### config.mk
export PLATFORM = sky130hd
export DESIGN_NAME = softlj_ram
export DESIGN_NICKNAME = d
export VERILOG_FILES = /design/src/design/softlj_ram.sv
export SDC_FILE = /design/constraint.sdc
export NUM_CORES = 2
export LEC_CHECK = 0
export ABC_AREA = 1
export ABC_CLOCK_PERIOD_IN_PS = 10800
export BUFFER_PORTS_ARGS = -buffer_cell sky130_fd_sc_hd__buf_2
export CELL_PAD_IN_SITES_DETAIL_PLACEMENT = 0
export CELL_PAD_IN_SITES_GLOBAL_PLACEMENT = 1
export CORE_MARGIN = 4
export CORE_UTILIZATION = 42
export DETAILED_ROUTE_END_ITERATION = 7
export PLACE_DENSITY = 0.64
export SYNTH_ARGS = -nofsm -noshare
export SYNTH_HDL_FRONTEND = slang
export SYNTH_SLANG_ARGS = --single-unit
export TNS_END_PERCENT = 30
### constraint.sdc
create_clock -name clock -period 10.8 [get_ports clock]
set_input_delay 0.54 -clock clock [delete_from_list [all_inputs] [get_ports clock]]
set_output_delay 0.54 -clock clock [all_outputs]
set_load 0.05 [all_outputs]
### src/design/softlj_ram.sv
// ----------------------------------------------------------------------------
// softlj_ram
// Generic single-clock RAM, one write port and one registered read port.
// ----------------------------------------------------------------------------
module softlj_ram #(
   parameter int WIDTH = 64,
   parameter int DEPTH = 64,
   localparam int AW = $clog2(DEPTH)
) (
   input  logic             clock,
   input  logic             we,
   input  logic [AW-1:0]    waddr,
   input  logic [WIDTH-1:0] wdata,
   input  logic [AW-1:0]    raddr,
   output logic [WIDTH-1:0] rdata
);

   logic [WIDTH-1:0] mem [DEPTH];
   logic [WIDTH-1:0] rdata_ff;

   always_ff @(posedge clock) begin
      if (we) begin
         mem[waddr] <= wdata;
      end
      rdata_ff <= mem[raddr];
   end

   assign rdata = rdata_ff;

endmodule

* Word-level counts from Yosys, hierarchy flattened *
Memories as Yosys holds them, arrays and structs flattened. A register that Yosys moved wholly into a read port is not among the register bits.
Cells that the tools add are included.

operators by class
  add/subtract/negate cells = 0
  $mul = 0
  divide/modulo/power cells = 0
  $lt $le $gt $ge = 0
  equality and inequality tests = 0
  shift-type cells = 0
  mux-type cells = 2
  bitwise gates (word level) = 0
  reductions and logical operators = 0

operators by type and width
  cell               count
  two-way mux 1 bit  2

word-level totals
  register bits after elaboration = 0
  latch bits = 0
  memory bits (writable) = 4096
  memory bits (read-only) = 0
  memories kept = 1

memories
  name  depth  width  read ports  clocked after memory_dff  write ports  line  source
  mem   64     64     1           1                         1            18    logic [WIDTH-1:0] mem [DEPTH];

* Logic depth before layout (Yosys ltp) *
  word-level depth = 2
  mapped depth = 13

* Least setup slack after synthesis *
Ideal clock, no wire load.

  kind = input to register
  start point = input we
  end point = memory mem[48][0], enable pin
  library setup time = 0.646 ns
  arrival time = 7.176 ns
  required time = 10.154 ns
  setup slack = 2.978 ns
  cell stages on the path = 3
  cell sequence = clkbuf_1 -> nand4_1 -> nor4_1

on the way
  longest elaborated chain between the ends = 2

ends and longest elaborated chain
  what                                     line  source
  from (decl)                              11    input logic we,
  two-way mux 1 bit                        22    if (we) begin
  two-way mux 1 bit (not written as such)  23    mem[waddr] <= wdata;
  to (decl)                                18

Every way passes these cells.

* Worst setup path in the final report *
  start point = input waddr[0]
  end point = memory mem[2][33], enable pin

RTL lines
  what         line  source
  from (decl)  12    input logic [AW-1:0] waddr,

Straight into the memory's write port.

==> run_results.csv <==
group,metric,value,unit
cts,cts-root-buf,"clkbuf_16",
setup_path,worstPathArrival,4.31,ns
synth,synth_area_leader_cell,"edfxtp_1",
detailed_routing,drt.antenna.violating_nets,0,
setup_path,cp-end-kind,"flop",
detailed_routing,drt_iter0_markers,12400,
detailed_routing,met3_length,38.7,mm
setup_path,critPathMaxStageDelay,0.98,ns
setup_path,cp_data_required_time,11.41,ns
pwr,vdd_drop_max,0.151,mV
sta,finalHoldViolations,0,
synth,avgSynthCellArea,12.3,um2
synth,synthDistinctLibCells,16,
finish,area_growth,11.3,%
finish,final_cells,18900,
sta,relSlewSlack,0.00609,
pwr,power.density,187,nW/um2
min_path,hp-class,"primary input to flop",
pwr,power,34.3,mW
setup_path,cp_cell_sequence,"buf_2 -> inv_1 -> nand4_1 -> nor2_4 -> buf_4 -> buf_4",
detailed_routing,first_pass_iters,6,
cts,htreeDepth,5,
synth,synth_nets,13500,
finish,drive_above_1_share,0.0744,
sta,rsz0062_at_grt,"false",
detailed_routing,vias,108000,
synth,syn_area,165000,um2
setup_path,cpMostUsedCell,"buf_4",
detailed_routing,avgRoutedWirePerCell,28.7,um
placement,gp_congestion,0.788,
synth,yosys_warnings,0,
pwr,power_leakage,63.9,nW
finish,nNetsFinal,13400,
sta,finalClockSkew,0.0570,ns
cts,cts_buffers,429,
grt,grt_pass1_wl,767,mm
sta,tightest_slew,1.49,ns
setup_path,path_class,"primary input to flop",
floorplanning,fp.dieH,635,um
floorplanning,ios,142,
floorplanning,coreArea,392000,um2
placement,hpwl,256,mm
floorplanning,die_x,635,um
sta,fin_crit_sh,0.343,
grt,track_usage,0.260,
sta,slew_viol_final,0,
detailed_routing,drcViolationCount,0,
floorplanning,dieArea,404000,um2
synth,synth_top_area_share,0.744,
grt,gr-total-overflow,0,
grt,grt_pass1_vias,103000,
synth,ys_ff_latch,4160,
detailed_routing,vias_per_cell,5.74,
cts,clock_latency,1.03,ns
floorplanning,rows,230,
detailed_routing,drt-total-wl,541,mm
sta,setup_viol,0,
sta,fin_setup_tns,0,ns
flow_run,maxCapViolations,0,
sta,hold_ws,0.141,ns
cts,cts_sinks,4160,
synth,synth.area.top_cells,"edfxtp_1 (74%), nand3_1 (12%), nand2_1 (10%)",
synth,synthCells,13400,
cts,clk_pin_slew,0.06,ns
sta,fmax,0.270,GHz
grt,grt_max_degree,223,
setup_path,path_max_fanout,33,
setup_path,cp_slowest_cell,"nor2_4",
grt,antenna_found_initial,29,
cts,cts_tree,"yes",
sta,fin_ws,7.10,ns
sta,period_needed,3.70,ns
detailed_routing,top_layer,"met5",
detailed_routing,met2_length,257,mm
cts,clk_path_buf_depth,4,
placement,post-place-ws,6.08,ns
cts,cts_resized,0,
placement,numPortBuffers,141,
floorplanning,start_util,0.421,
placement,place_inst,18100,
synth,ys_seq_area_frac,0.752,
run_status,outcome,"complete, no violations",
detailed_routing,met1_length,227,mm
setup_path,start_kind,"primary input",
==> worst paths after layout <==
path                     from         end  slack (ns)  cells after the start
setup / recovery     waddr[0]  mem[2][33]        7.10                      6
hold / removal       raddr[4]   rdata[27]        0.14                      5
setup reg to reg  mem[17][26]   rdata[26]        9.22                      8
hold reg to reg   mem[42][49]   rdata[49]        0.80                      8
==> through the flow <==
step,instance area (um2),utilization
3_5_place_dp,170000,0.434
5_1_grt,184000,0.469
6_report,184000,0.469
4_1_cts,184000,0.469
2_1_floorplan,165000,-
3_3_place_gp,170000,0.434
==> power by group <==
group / total, mW / switching (mW) / internal [mW]
clock network: 14.4 / 6.23 / 8.13
logic: 2.02 / 1.57 / 0.449
registers: 18.0 / 0.0759 / 17.9
total: 34.3 / 7.88 / 26.5
==> critical path, delay by kind of cell <==
| family | cells | cell delay (ns) |
|---|---|---|
| simple gates | 2 | 1.74 |
| buf+inv | 4 | 1.87 |
==> timing repair <==
item                      in CTS  in global routing
buffers inserted               0                  0
hold endpoints to repair       5                  0
hold buffers                   1                  0
==> layout by cell type, fill, tap and decap left out, types with 12 or more instances in the layout <==
master,instances
buf_12,36
buf_2,135
buf_4,187
bufinv_16,29
clkbuf_1,103
clkbuf_16,433
clkbuf_8,12
clkinv_1,103
clkinv_2,85
dfxtp_1,64
edfxtp_1,4096
nand2_1,4416
nand3_1,3847
nor2_4,56
==> registers in the layout (all words and copies together) (netlist names) <==
name / flops
mem: 4096
rdata: 64
==> cells in the mapped netlist (all sizes together) <==
library cell     n
dfxtp           64
nand2         4416
nand4            9
buf            750
nor2            56
nor4             8
clkbuf         147
inv             12
nand3         3847
edfxtp        4096
==> final cells by class <==
class / instances / area, um2
Antenna cell: 9 / 22.5
Clock buffer: 548 / 11400
Clock inverter: 242 / 2090
Fill cell: 34700 / 208000
Inverter: 12 / 105
Multi-Input combinational cell: 8336 / 36600
Sequential cell: 4160 / 124000
Tap cell: 5220 / 6530
Timing Repair Buffer: 364 / 2880
==> per-layer routing <==
| layer | vias to the layer above | track usage |
|---|---|---|
| met4 | 6 | 0.0817 |
| met5 | - | 0 |
| met3 | 871 | 0.0333 |
| met1 | 55100 | 0.364 |
| met2 | 4691 | 0.425 |
| li1 | 47700 | - |
==> kinds of logic (layout without fill, tap and decap cells) <==
logic type,count (synthesis),after routing,synth area share
other cells,0,9,0
flops,4160,4160,0.752
buf+inv,909,1166,0.0295
simple gates,8336,8336,0.219
Power figures use the tool's default switching activity.
