--- src/design/softlj_pkg.sv ---
// ----------------------------------------------------------------------------
// softlj_pkg
// Shared sizes, codes, saturating Q32.32 helpers and the evaluation
// microprogram of the soft-core Lennard-Jones pair kernel.
// ----------------------------------------------------------------------------
package softlj_pkg;

   localparam int TYPE_PAIRS = 64;
   localparam int GRID       = 16;
   localparam int SLOTS      = GRID + 1;
   localparam int COEF_DEPTH = TYPE_PAIRS * SLOTS;
   localparam int COEF_AW    = $clog2(COEF_DEPTH);
   localparam int PT_AW      = $clog2(TYPE_PAIRS);
   localparam int NODE_AW    = $clog2(GRID);

   typedef logic signed [63:0] q_type;

   localparam logic [1:0] FUNC_LOAD  = 2'd0;
   localparam logic [1:0] FUNC_EVAL  = 2'd1;
   localparam logic [1:0] FUNC_CLEAR = 2'd2;
   localparam logic [1:0] FUNC_READ  = 2'd3;

   localparam logic [2:0] SEL_CUTOFF = 3'd0;
   localparam logic [2:0] SEL_REP    = 3'd1;
   localparam logic [2:0] SEL_ATT    = 3'd2;
   localparam logic [2:0] SEL_SHIFT  = 3'd3;
   localparam logic [2:0] SEL_OFFSET = 3'd4;
   localparam logic [2:0] SEL_LINK   = 3'd5;

   localparam logic [2:0] CSR_WEIGHT_LAST = 3'd3;
   localparam logic [2:0] CSR_GRID_NODES  = 3'd4;

   localparam q_type Q_MAX    = 64'sh7FFF_FFFF_FFFF_FFFF;
   localparam q_type Q_MIN    = 64'sh8000_0000_0000_0000;
   localparam q_type Q_TWELVE = 64'sh0000_000C_0000_0000;
   localparam q_type Q_SIX    = 64'sh0000_0006_0000_0000;

   localparam logic ARITH_MUL = 1'b0;
   localparam logic ARITH_RCP = 1'b1;

   typedef struct packed {
      logic start;
      logic op;
   } arith_req_type;

   // Microprogram operation kinds.
   localparam logic [3:0] K_MUL    = 4'd0;
   localparam logic [3:0] K_RCP    = 4'd1;
   localparam logic [3:0] K_ADD    = 4'd2;
   localparam logic [3:0] K_SUB    = 4'd3;
   localparam logic [3:0] K_HALF   = 4'd4;
   localparam logic [3:0] K_ENCHK  = 4'd5;
   localparam logic [3:0] K_LNKCHK = 4'd6;
   localparam logic [3:0] K_READ   = 4'd7;
   localparam logic [3:0] K_CAPT   = 4'd8;
   localparam logic [3:0] K_ACCUM  = 4'd9;
   localparam logic [3:0] K_END    = 4'd10;

   // Operand sources.
   localparam logic [4:0] S_RSQ    = 5'd0;
   localparam logic [4:0] S_R6     = 5'd1;
   localparam logic [4:0] S_SINV   = 5'd2;
   localparam logic [4:0] S_REP    = 5'd3;
   localparam logic [4:0] S_ATT    = 5'd4;
   localparam logic [4:0] S_SHF    = 5'd5;
   localparam logic [4:0] S_OFF    = 5'd6;
   localparam logic [4:0] S_W      = 5'd7;
   localparam logic [4:0] S_T      = 5'd8;
   localparam logic [4:0] S_U      = 5'd9;
   localparam logic [4:0] S_FP     = 5'd10;
   localparam logic [4:0] S_DX     = 5'd11;
   localparam logic [4:0] S_DY     = 5'd12;
   localparam logic [4:0] S_DZ     = 5'd13;
   localparam logic [4:0] S_TWELVE = 5'd14;
   localparam logic [4:0] S_SIX    = 5'd15;
   localparam logic [4:0] S_NODE   = 5'd16;

   // Destinations.
   localparam logic [3:0] D_T    = 4'd0;
   localparam logic [3:0] D_U    = 4'd1;
   localparam logic [3:0] D_R6   = 4'd2;
   localparam logic [3:0] D_SINV = 4'd3;
   localparam logic [3:0] D_FP   = 4'd4;
   localparam logic [3:0] D_FX   = 4'd5;
   localparam logic [3:0] D_FY   = 4'd6;
   localparam logic [3:0] D_FZ   = 4'd7;
   localparam logic [3:0] D_EGY  = 4'd8;

   localparam logic [5:0] UPC_NODE = 6'd24;

   typedef struct packed {
      logic [3:0] kind;
      logic [4:0] a;
      logic [4:0] b;
      logic [3:0] dst;
   } uop_type;

   function automatic uop_type mk(logic [3:0] kind, logic [4:0] a, logic [4:0] b,
                                  logic [3:0] dst);
      uop_type u;
      u.kind = kind;
      u.a    = a;
      u.b    = b;
      u.dst  = dst;
      return u;
   endfunction

   // Force, then energy at the current lambda, then the grid node loop.
   function automatic uop_type uop_at(logic [5:0] pc);
      uop_type u;
      unique case (pc)
         6'd0:  u = mk(K_MUL, S_RSQ, S_RSQ, D_T);
         6'd1:  u = mk(K_MUL, S_T, S_RSQ, D_R6);
         6'd2:  u = mk(K_ADD, S_R6, S_SHF, D_T);
         6'd3:  u = mk(K_RCP, S_T, S_T, D_SINV);
         6'd4:  u = mk(K_MUL, S_REP, S_TWELVE, D_T);
         6'd5:  u = mk(K_MUL, S_T, S_SINV, D_T);
         6'd6:  u = mk(K_MUL, S_ATT, S_SIX, D_U);
         6'd7:  u = mk(K_SUB, S_T, S_U, D_T);
         6'd8:  u = mk(K_MUL, S_R6, S_SINV, D_U);
         6'd9:  u = mk(K_MUL, S_U, S_SINV, D_U);
         6'd10: u = mk(K_MUL, S_U, S_T, D_T);
         6'd11: u = mk(K_MUL, S_W, S_T, D_T);
         6'd12: u = mk(K_RCP, S_RSQ, S_RSQ, D_U);
         6'd13: u = mk(K_MUL, S_T, S_U, D_FP);
         6'd14: u = mk(K_MUL, S_DX, S_FP, D_FX);
         6'd15: u = mk(K_MUL, S_DY, S_FP, D_FY);
         6'd16: u = mk(K_MUL, S_DZ, S_FP, D_FZ);
         6'd17: u = mk(K_ENCHK, S_T, S_T, D_T);
         6'd18: u = mk(K_MUL, S_REP, S_SINV, D_T);
         6'd19: u = mk(K_SUB, S_T, S_ATT, D_T);
         6'd20: u = mk(K_MUL, S_SINV, S_T, D_T);
         6'd21: u = mk(K_SUB, S_T, S_OFF, D_T);
         6'd22: u = mk(K_MUL, S_W, S_T, D_EGY);
         6'd23: u = mk(K_LNKCHK, S_T, S_T, D_T);
         6'd24: u = mk(K_READ, S_T, S_T, D_T);
         6'd25: u = mk(K_CAPT, S_T, S_T, D_T);
         6'd26: u = mk(K_ADD, S_R6, S_SHF, D_T);
         6'd27: u = mk(K_RCP, S_T, S_T, D_SINV);
         6'd28: u = mk(K_MUL, S_REP, S_SINV, D_T);
         6'd29: u = mk(K_SUB, S_T, S_ATT, D_T);
         6'd30: u = mk(K_MUL, S_SINV, S_T, D_T);
         6'd31: u = mk(K_SUB, S_T, S_OFF, D_T);
         6'd32: u = mk(K_MUL, S_W, S_T, D_T);
         6'd33: u = mk(K_HALF, S_T, S_T, D_T);
         6'd34: u = mk(K_ADD, S_NODE, S_T, D_T);
         6'd35: u = mk(K_ACCUM, S_T, S_T, D_T);
         default: u = mk(K_END, S_T, S_T, D_T);
      endcase
      return u;
   endfunction

   function automatic q_type sat_add(q_type a, q_type b);
      logic [64:0] s;
      s = {a[63], a} + {b[63], b};
      if (s[64] != s[63]) return s[64] ? Q_MIN : Q_MAX;
      return q_type'(s[63:0]);
   endfunction

   function automatic q_type sat_sub(q_type a, q_type b);
      logic [64:0] s;
      s = {a[63], a} - {b[63], b};
      if (s[64] != s[63]) return s[64] ? Q_MIN : Q_MAX;
      return q_type'(s[63:0]);
   endfunction

   function automatic q_type signed_mag(logic [63:0] mag, logic neg, logic over);
      if (!neg) begin
         if (over || mag[63]) return Q_MAX;
         return q_type'(mag);
      end
      if (over || mag[63]) return Q_MIN;
      return q_type'(64'd0 - mag);
   endfunction

endpackage

--- src/design/softlj_arith.sv ---
// ----------------------------------------------------------------------------
// softlj_arith
// Shared Q32.32 unit: saturating multiply over four 32x32 partial products,
// and a reciprocal 2^64/|d| by restoring division, one quotient bit a cycle.
// ----------------------------------------------------------------------------
module softlj_arith (
   input  logic                      clock,
   input  logic                      reset,
   input  softlj_pkg::arith_req_type req,
   input  softlj_pkg::q_type         a,
   input  softlj_pkg::q_type         b,
   output logic                      done,
   output softlj_pkg::q_type         result
);
   import softlj_pkg::*;

   logic         busy_ff, busy_in;
   logic         op_ff, op_in;
   logic [5:0]   cnt_ff, cnt_in;
   logic [63:0]  ua_ff, ua_in, ub_ff, ub_in;
   logic         neg_ff, neg_in;
   logic [127:0] acc_ff, acc_in;
   logic [64:0]  rem_ff, rem_in;
   logic [63:0]  quo_ff, quo_in;
   logic         done_ff, done_in;
   q_type        result_ff, result_in;

   logic [31:0]  pa, pb;
   logic [63:0]  part;
   logic [127:0] part_sh;
   logic [64:0]  rem_sh;
   logic [63:0]  mag_a, mag_b;

   assign mag_a = a[63] ? 64'd0 - a : a;
   assign mag_b = b[63] ? 64'd0 - b : b;

   always_comb begin
      pa      = cnt_ff[1] ? ua_ff[63:32] : ua_ff[31:0];
      pb      = cnt_ff[0] ? ub_ff[63:32] : ub_ff[31:0];
      part    = pa * pb;
      part_sh = {64'd0, part} << (32 * (32'(cnt_ff[1]) + 32'(cnt_ff[0])));
      rem_sh  = {rem_ff[63:0], 1'b0};

      busy_in   = busy_ff;
      op_in     = op_ff;
      cnt_in    = cnt_ff;
      ua_in     = ua_ff;
      ub_in     = ub_ff;
      neg_in    = neg_ff;
      acc_in    = acc_ff;
      rem_in    = rem_ff;
      quo_in    = quo_ff;
      done_in   = 1'b0;
      result_in = result_ff;

      if (req.start) begin
         op_in  = req.op;
         cnt_in = '0;
         ua_in  = mag_a;
         ub_in  = mag_b;
         acc_in = '0;
         rem_in = 65'd1;
         quo_in = '0;
         if (req.op == ARITH_MUL) begin
            neg_in  = a[63] ^ b[63];
            busy_in = 1'b1;
         end else begin
            neg_in = a[63];
            if (a == '0) begin
               result_in = Q_MAX;
               done_in   = 1'b1;
            end else if (mag_a == 64'd1) begin
               result_in = signed_mag(64'd0, a[63], 1'b1);
               done_in   = 1'b1;
            end else begin
               busy_in = 1'b1;
            end
         end
      end else if (busy_ff) begin
         cnt_in = cnt_ff + 6'd1;
         if (op_ff == ARITH_MUL) begin
            acc_in = acc_ff + part_sh;
            if (cnt_ff == 6'd3) begin
               busy_in   = 1'b0;
               done_in   = 1'b1;
               result_in = signed_mag(acc_in[95:32], neg_ff, acc_in[127:96] != '0);
            end
         end else begin
            if (rem_sh >= {1'b0, ub_ff}) begin
               rem_in = rem_sh - {1'b0, ub_ff};
               quo_in = {quo_ff[62:0], 1'b1};
            end else begin
               rem_in = rem_sh;
               quo_in = {quo_ff[62:0], 1'b0};
            end
            if (cnt_ff == 6'd63) begin
               busy_in   = 1'b0;
               done_in   = 1'b1;
               result_in = signed_mag(quo_in, neg_ff, 1'b0);
            end
         end
      end
   end

   always_ff @(posedge clock) begin
      if (reset) begin
         busy_ff <= 1'b0;
         done_ff <= 1'b0;
      end else begin
         busy_ff <= busy_in;
         done_ff <= done_in;
      end
      op_ff     <= op_in;
      cnt_ff    <= cnt_in;
      ua_ff     <= ua_in;
      ub_ff     <= ub_in;
      neg_ff    <= neg_in;
      acc_ff    <= acc_in;
      rem_ff    <= rem_in;
      quo_ff    <= quo_in;
      result_ff <= result_in;
   end

   assign done   = done_ff;
   assign result = result_ff;

endmodule

--- config.mk ---
export PLATFORM = sky130hd
export DESIGN_NAME = softlj_arith
export DESIGN_NICKNAME = d
export VERILOG_FILES = /design/src/design/softlj_pkg.sv /design/src/design/softlj_arith.sv
export SDC_FILE = /design/constraint.sdc
export NUM_CORES = 2
export LEC_CHECK = 0
export CORE_UTILIZATION = 48
export DETAILED_ROUTE_END_ITERATION = 6
export DONT_BUFFER_PORTS = 1
export SYNTH_ARGS = -nofsm -noshare
export SYNTH_HDL_FRONTEND = slang
export SYNTH_SLANG_ARGS = --single-unit
--- constraint.sdc ---
create_clock -name clock -period 16.65 [get_ports clock]
set_input_delay 1.665 -clock clock [delete_from_list [all_inputs] [get_ports clock]]
set_output_delay 1.665 -clock clock [all_outputs]
set_load 0.01 [all_outputs]
After elaboration in Yosys (flattened, before gate mapping)
Cells that the tools add are included.

word-level totals
  word-level logic and storage cells = 138
  output and inout port bits = 65
  input bits = 132
  register bits = 457

operators by class
  bitwise operators = 2
  eq/ne operators = 8
  shift-type cells = 1
  reduce and logical (&&, ||, !) cells = 9
  magnitude comparators = 1
  add/subtract/negate cells = 8
  muxes and demuxes = 96
  multiply operators = 1

operators with widths
  kind                                                                 number
  64-bit 2-to-1 mux                                                    28
  1-bit by 64-bit subtractor with 64-bit output, first input constant  4
  128-bit adder                                                        1
  64-bit by 7-bit << shifter with 128-bit output                       1
  63-bit 2-to-1 mux                                                    2
  65-bit by 64-bit >= comparator with 1-bit output                     1
  64-bit by 1-bit == test with 1-bit output, second input constant     1
  64-bit zero test                                                     1
  32-bit by 32-bit multiplier with 64-bit output                       1
  1-bit 2-to-1 mux                                                     64
  32-bit 2-to-1 mux                                                    2
  64-bit subtractor                                                    1
  32-bit nonzero test                                                  1
  6-bit by 1-bit adder with 6-bit output, second input constant        1
  6-bit by 2-bit == test with 1-bit output, second input constant      1
  6-bit == test, second input constant                                 1
  3-bit != test, second input constant                                 2
  2-bit AND reduction                                                  3
  5-bit AND reduction                                                  1
  3-bit by 1-bit != test with 1-bit output, second input constant      1
  3-bit by 2-bit != test with 1-bit output, second input constant      1
  3-bit nonzero test                                                   1
  1-bit by 1-bit adder with 2-bit output                               1
  2-bit != test, second input constant                                 1
  4 further kinds                                                      4

Logic depth before layout (Yosys ltp)
  word-level depth = 21
  gate-level depth with buffers = 62

Worst setup path before layout
Ideal clock, no wire load.

  path type = reg-to-reg
  from = register cnt_ff[1]
  to = register result_ff[34] (netlist: result[34]) (data pin)
  data arrival time = 14157 ps
  data required time = 16393 ps
  library setup time = 257 ps
  slack = 2236 ps
  buffers on the path = 8
  stages on the path, launching flop included = 56
  path through = dfxtp_1 -> clkbuf_1 -> clkbuf_1 -> buf_1 -> mux2i_1 -> clkbuf_1 -> nor2_1 -> fa_1 -> fa_1 -> inv_1 -> fa_1 -> fa_1 -> inv_1 -> fa_1 -> fa_1 -> fa_1 -> inv_1 -> fa_1 -> (+20 left out) -> ha_1 -> nand2_1 -> nor2_1 -> nand3_1 -> a2111o_1 -> a211o_1 -> a2111oi_0 -> o21ai_0 -> xnor2_1 -> or3_1 -> a2111oi_0 -> and4_1 -> clkbuf_1 -> buf_2 -> buf_1 -> nand2_1 -> a21oi_1 -> nor2_1

between the ends
  word-level cells in the longest chain between the ends = 21
  elaborated cells on any way between the ends = 28
  those cells by class = add/sub: 3; mul: 1; shift: 1; mux: 21; reduce/logical: 2

RTL lines
  what                                                line                                  RTL
  start: declaration                                  softlj_arith.sv:19                    logic [5:0] cnt_ff, cnt_in;
  start signal: assignment                            softlj_arith.sv:114                   cnt_ff <= cnt_in;
  32-bit 2-to-1 mux                                   softlj_arith.sv:38                    pa = cnt_ff[1] ? ua_ff[63:32] : ua_ff[31:0];
  32-bit by 32-bit multiplier with 64-bit output      softlj_arith.sv:40                    part = pa * pb;
  64-bit by 7-bit << shifter with 128-bit output (*)  softlj_arith.sv:41                    part_sh = {64'd0, part} << (32 * (32'(cnt_ff[1]) + 32'(cnt_ff[0])));
  128-bit adder (*)                                   softlj_arith.sv:82                    acc_in = acc_ff + part_sh;
  32-bit nonzero test                                 softlj_arith.sv:86                    result_in = signed_mag(acc_in[95:32], neg_ff, acc_in[127:96] != '0);
  1-bit logical OR                                    softlj_pkg.sv:169, softlj_pkg.sv:172
  1-bit 2-to-1 mux                                    softlj_pkg.sv:169, softlj_pkg.sv:172
  1-bit 2-to-1 mux                                    softlj_pkg.sv:168                     if (!neg) begin
  (+6 left out)                                       -
  64-bit 2-to-1 mux                                   softlj_pkg.sv:172                     if (over || mag[63]) return Q_MIN;
  64-bit 2-to-1 mux                                   softlj_pkg.sv:173                     return q_type'(64'd0 - mag);
  64-bit 2-to-1 mux (*)                               softlj_pkg.sv:172
  64-bit 2-to-1 mux (*)                               softlj_arith.sv:83                    if (cnt_ff == 6'd3) begin
  64-bit 2-to-1 mux (*)                               softlj_arith.sv:81                    if (op_ff == ARITH_MUL) begin
  64-bit 2-to-1 mux (*)                               softlj_arith.sv:79                    end else if (busy_ff) begin
  64-bit 2-to-1 mux (*)                               softlj_arith.sv:56                    if (req.start) begin
  named net result_in[34]                             softlj_arith.sv:26                    q_type result_ff, result_in;
  end signal: assignment                              softlj_arith.sv:121                   result_ff <= result_in;
  end: declaration                                    softlj_arith.sv:26

Mark *: on every way through the listed nets, which the timed path passes. The rest lies on a longest branch. The select of a mux whose other input is x is not followed.
A chain may end at the register's enable or synchronous reset.

Worst setup path after layout
  from = register cnt_ff[0]
  to = register result_ff[39] (netlist: result[39]) (data pin)

between the ends
  word-level cells in the longest chain between the ends = 21
  elaborated cells on any way between the ends = 28
  those cells by class = add/sub: 3; mul: 1; shift: 1; mux: 21; reduce/logical: 2

RTL lines
  what                                                line                                  RTL
  32-bit 2-to-1 mux                                   softlj_arith.sv:39                    pb = cnt_ff[0] ? ub_ff[63:32] : ub_ff[31:0];
  32-bit by 32-bit multiplier with 64-bit output      softlj_arith.sv:40
  64-bit by 7-bit << shifter with 128-bit output (*)  softlj_arith.sv:41
  128-bit adder (*)                                   softlj_arith.sv:82
  32-bit nonzero test                                 softlj_arith.sv:86
  1-bit logical OR                                    softlj_pkg.sv:169, softlj_pkg.sv:172
  1-bit 2-to-1 mux                                    softlj_pkg.sv:169, softlj_pkg.sv:172
  1-bit 2-to-1 mux                                    softlj_pkg.sv:168
  (+6 left out)                                       -
  64-bit 2-to-1 mux                                   softlj_pkg.sv:172
  64-bit 2-to-1 mux                                   softlj_pkg.sv:173
  64-bit 2-to-1 mux (*)                               softlj_pkg.sv:172
  64-bit 2-to-1 mux (*)                               softlj_arith.sv:83
  64-bit 2-to-1 mux (*)                               softlj_arith.sv:81
  64-bit 2-to-1 mux (*)                               softlj_arith.sv:79
  64-bit 2-to-1 mux (*)                               softlj_arith.sv:56
  named net result_in[39]                             softlj_arith.sv:26

Marks and branches as above.

==> results.md <==
- Cts hold-fix bufs: 0
- F_max: 0.0623 GHz
- Layout cells sized above 1: 0.0580
- Grt ovf: 0
- Number of cells after detailed placement: 10.2k
- Gpl congestion: 1.06
- P&R area growth vs syn: 6.67%
- Placed Instance Area: 0.0717 mm2
- Setup TNS: 0 ns
- RSZ-0062 raised after global routing: false
- Critical Path AT: 16.56 ns
- Hold Crit Class: reg -> reg
- Vias: 62.4k
- DR pass1 iterations: 6
- Die area: 0.146 mm2
- Worst Hold Depth: 2
- Detailed placer's ending HPWL: 220,000 um
- Seq/Total Area, Yosys: 0.160
- Syn_nets: 10.1k
- Avg WL per Cell: 26.6 um
- Top-count cell post-synth: nor2_1
- Worst r2r path cells: 48
- Crit share post-route: 0.964
- Async set or reset register ratio after synthesis: 0
- CP startpoint kind: flop
- First-pass GRT wire length: 409,000 um
- CTS sink cnt: 457
- Clk slew on worst S/H paths: 0.07 ns
- Vias in the first global route: 61.8k
- Cell mode on critical path: fa_1
- Rows: 138
- Required @ worst endpoint: 17.15 ns
- Primary FF master, synth: dfxtp_1
- Yosys warnings: 0
- CTS Buffer Depth: 3
- Number of port buffers: 0
- Synth Register Bits: 457
- DR iter-0 viols: 5,809
- Netlist cell types: 88
- R2r setup slk: 0.60 ns
- Crit Path Category: reg -> reg
- CTS buffer count: 60
- Top cells by count, synth: nor2_1, nand2_1, inv_1, fa_1, a21oi_1
- Leading area contributor after synthesis: fa_1
- Final Max Slew Viols: 0
- CP max stage cell: dfxtp_4
- Synth top area share: 0.260
- GRT Total Usage: 0.377
- Crit end category: flop
- Nets: 9,882
- Die Ht: 382 um
- Mapped Avg Cell Area: 8.06 um2
- RR Startpoint: cnt_ff[0]$_SDFFE_PP0P_
- Fin crit period: 16.05 ns
- CTS tree: yes
- Crit. Startpoint: cnt_ff[0]$_SDFFE_PP0P_
- WL final: 275,000 um
- Clock skew: 0.0622 ns
- Fin area: 0.0738 mm2
- Fin util: 0.519
- Largest net degree at the start of global routing: 394
- Final Hold Vio Count: 0
- Setup violators final: 0
- Root buf cell: clkbuf_16
- Clock Latency Late Sink: 0.75 ns
- Outcome: complete, no violations
- I/O pin count: 197
- Synthesized cell area: 0.0692 mm2
- Slowest stage delay, CP: 0.73 ns
- Starting Density: 0.486
- Core Area: 0.142 mm2
- Worst relative slew slack: 0.104
- Die Wd: 382 um
- Top post-synthesis cells by area: fa_1, edfxtp_1, ha_1
- Initial antenna violation count: 9
- Slew of the pin with the lowest slew margin: 1.34 ns
- Max-cap viol count: 0
- Residual DRC: 0
- Post-Synthesis Cells: 8,582
- Cell Count, Final, Fillers Out: 10.3k
- Routed Antenna Nets: 0
- Crit Path Max Fanout: 46
- Hold Crit Start: acc_ff[123]$_SDFFE_PP0P_
- EDFF count, synth: 194
- Vias per inst: 6.04
- CTS H-tree lvls: 2
worst max-delay path: cells and delay by family, from the launching register on:
family,cells,cell delay [ns]
multiplexers,1,0.26
AND/OR/NAND/NOR,10,2.31
buffers and inverters,8,1.30
XOR/XNOR,2,0.51
flip-flops,1,0.73
AO/OA/AOI/OAI,17,5.45
adder cells (fa/ha/maj),10,5.23
registers in the layout (all words and copies together) (netlist names):
name and count:
result 64, acc_ff 128, op_ff 1, done 1, busy_ff 1, rem_ff 64
ua_ff 64, quo_ff 63, cnt_ff 6, neg_ff 1, ub_ff 64
layout make-up:
cell class | instances | area, um2
clock buffers | 79 | 1720
inverters | 1059 | 3980
clock inverters | 33 | 354
fillers | 13900 | 68400
repair buffers | 221 | 1710
diodes | 3 | 7.51
flip-flops and latches | 457 | 11100
multi-input cells | 6594 | 52600
well taps | 1890 | 2360
cell families after synthesis:
family,count (synthesis),synth area share
buffers and inverters,1531,0.0832
adders and majority gates,1357,0.343
AOI/OAI and AO/OA,1751,0.159
and+or+nand+nor,2973,0.187
xor gates and xnor gates,381,0.0482
muxes,132,0.0202
DFF,457,0.160
per-stage QoR:
stage               hold WS [ns]  setup slack, ns
global route               0.474           0.0370
global placement           0.442            0.589
finish                     0.457            0.595
CTS                        0.456            0.415
detailed placement         0.450            0.465
floorplan                  0.436             2.24
cell usage in the layout, fill, tap and decap left out, types with 41 or more instances in the layout:
cell type     n
nor3_1      119
o211ai_1     45
or3_1        68
o31ai_1      54
clkbuf_16    63
nand2_1    1099
inv_1      1057
nand3_1      97
and2_1       51
o22ai_1      44
xnor2_1     273
a21o_1      167
ha_1        459
buf_4       217
o21bai_1     49
xor2_1      107
o21a_1       55
fa_1        898
nor2_1     1139
nand4_1      83
a211oi_1     85
nor4_1       51
and3_1       41
edfxtp_1    194
mux2i_1      45
or4_1        43
dfxtp_1     260
a21oi_1     611
nand2b_1     52
o21ai_0     331
mux2_2       59
per-layer routing:
layer,GRT usage,vias up,routed length (um)
met5,0,-,24
met4,0.211,4,19000
met3,0.102,673,27400
met2,0.584,2841,122000
met1,0.473,30800,107000
li1,-,28100,-
path summary, 6_finish.rpt:
| check | end |
|---|---|
| setup reg to reg | result[39]$_DFFE_PP_ |
| hold reg to reg | acc_ff[123]$_SDFFE_PP0P_ |
| setup / recovery | result[39]$_DFFE_PP_ |
| hold / removal | acc_ff[123]$_SDFFE_PP0P_ |
timing repair:
action                                  CTS  global route
setup buffers                             0             0
gates resized for setup                   0             9
endpoints found under the setup margin    0            64
Power is left out: the tool's default activity adds up to more than one toggle a clock period on the data nets, which glitch-free logic cannot reach.
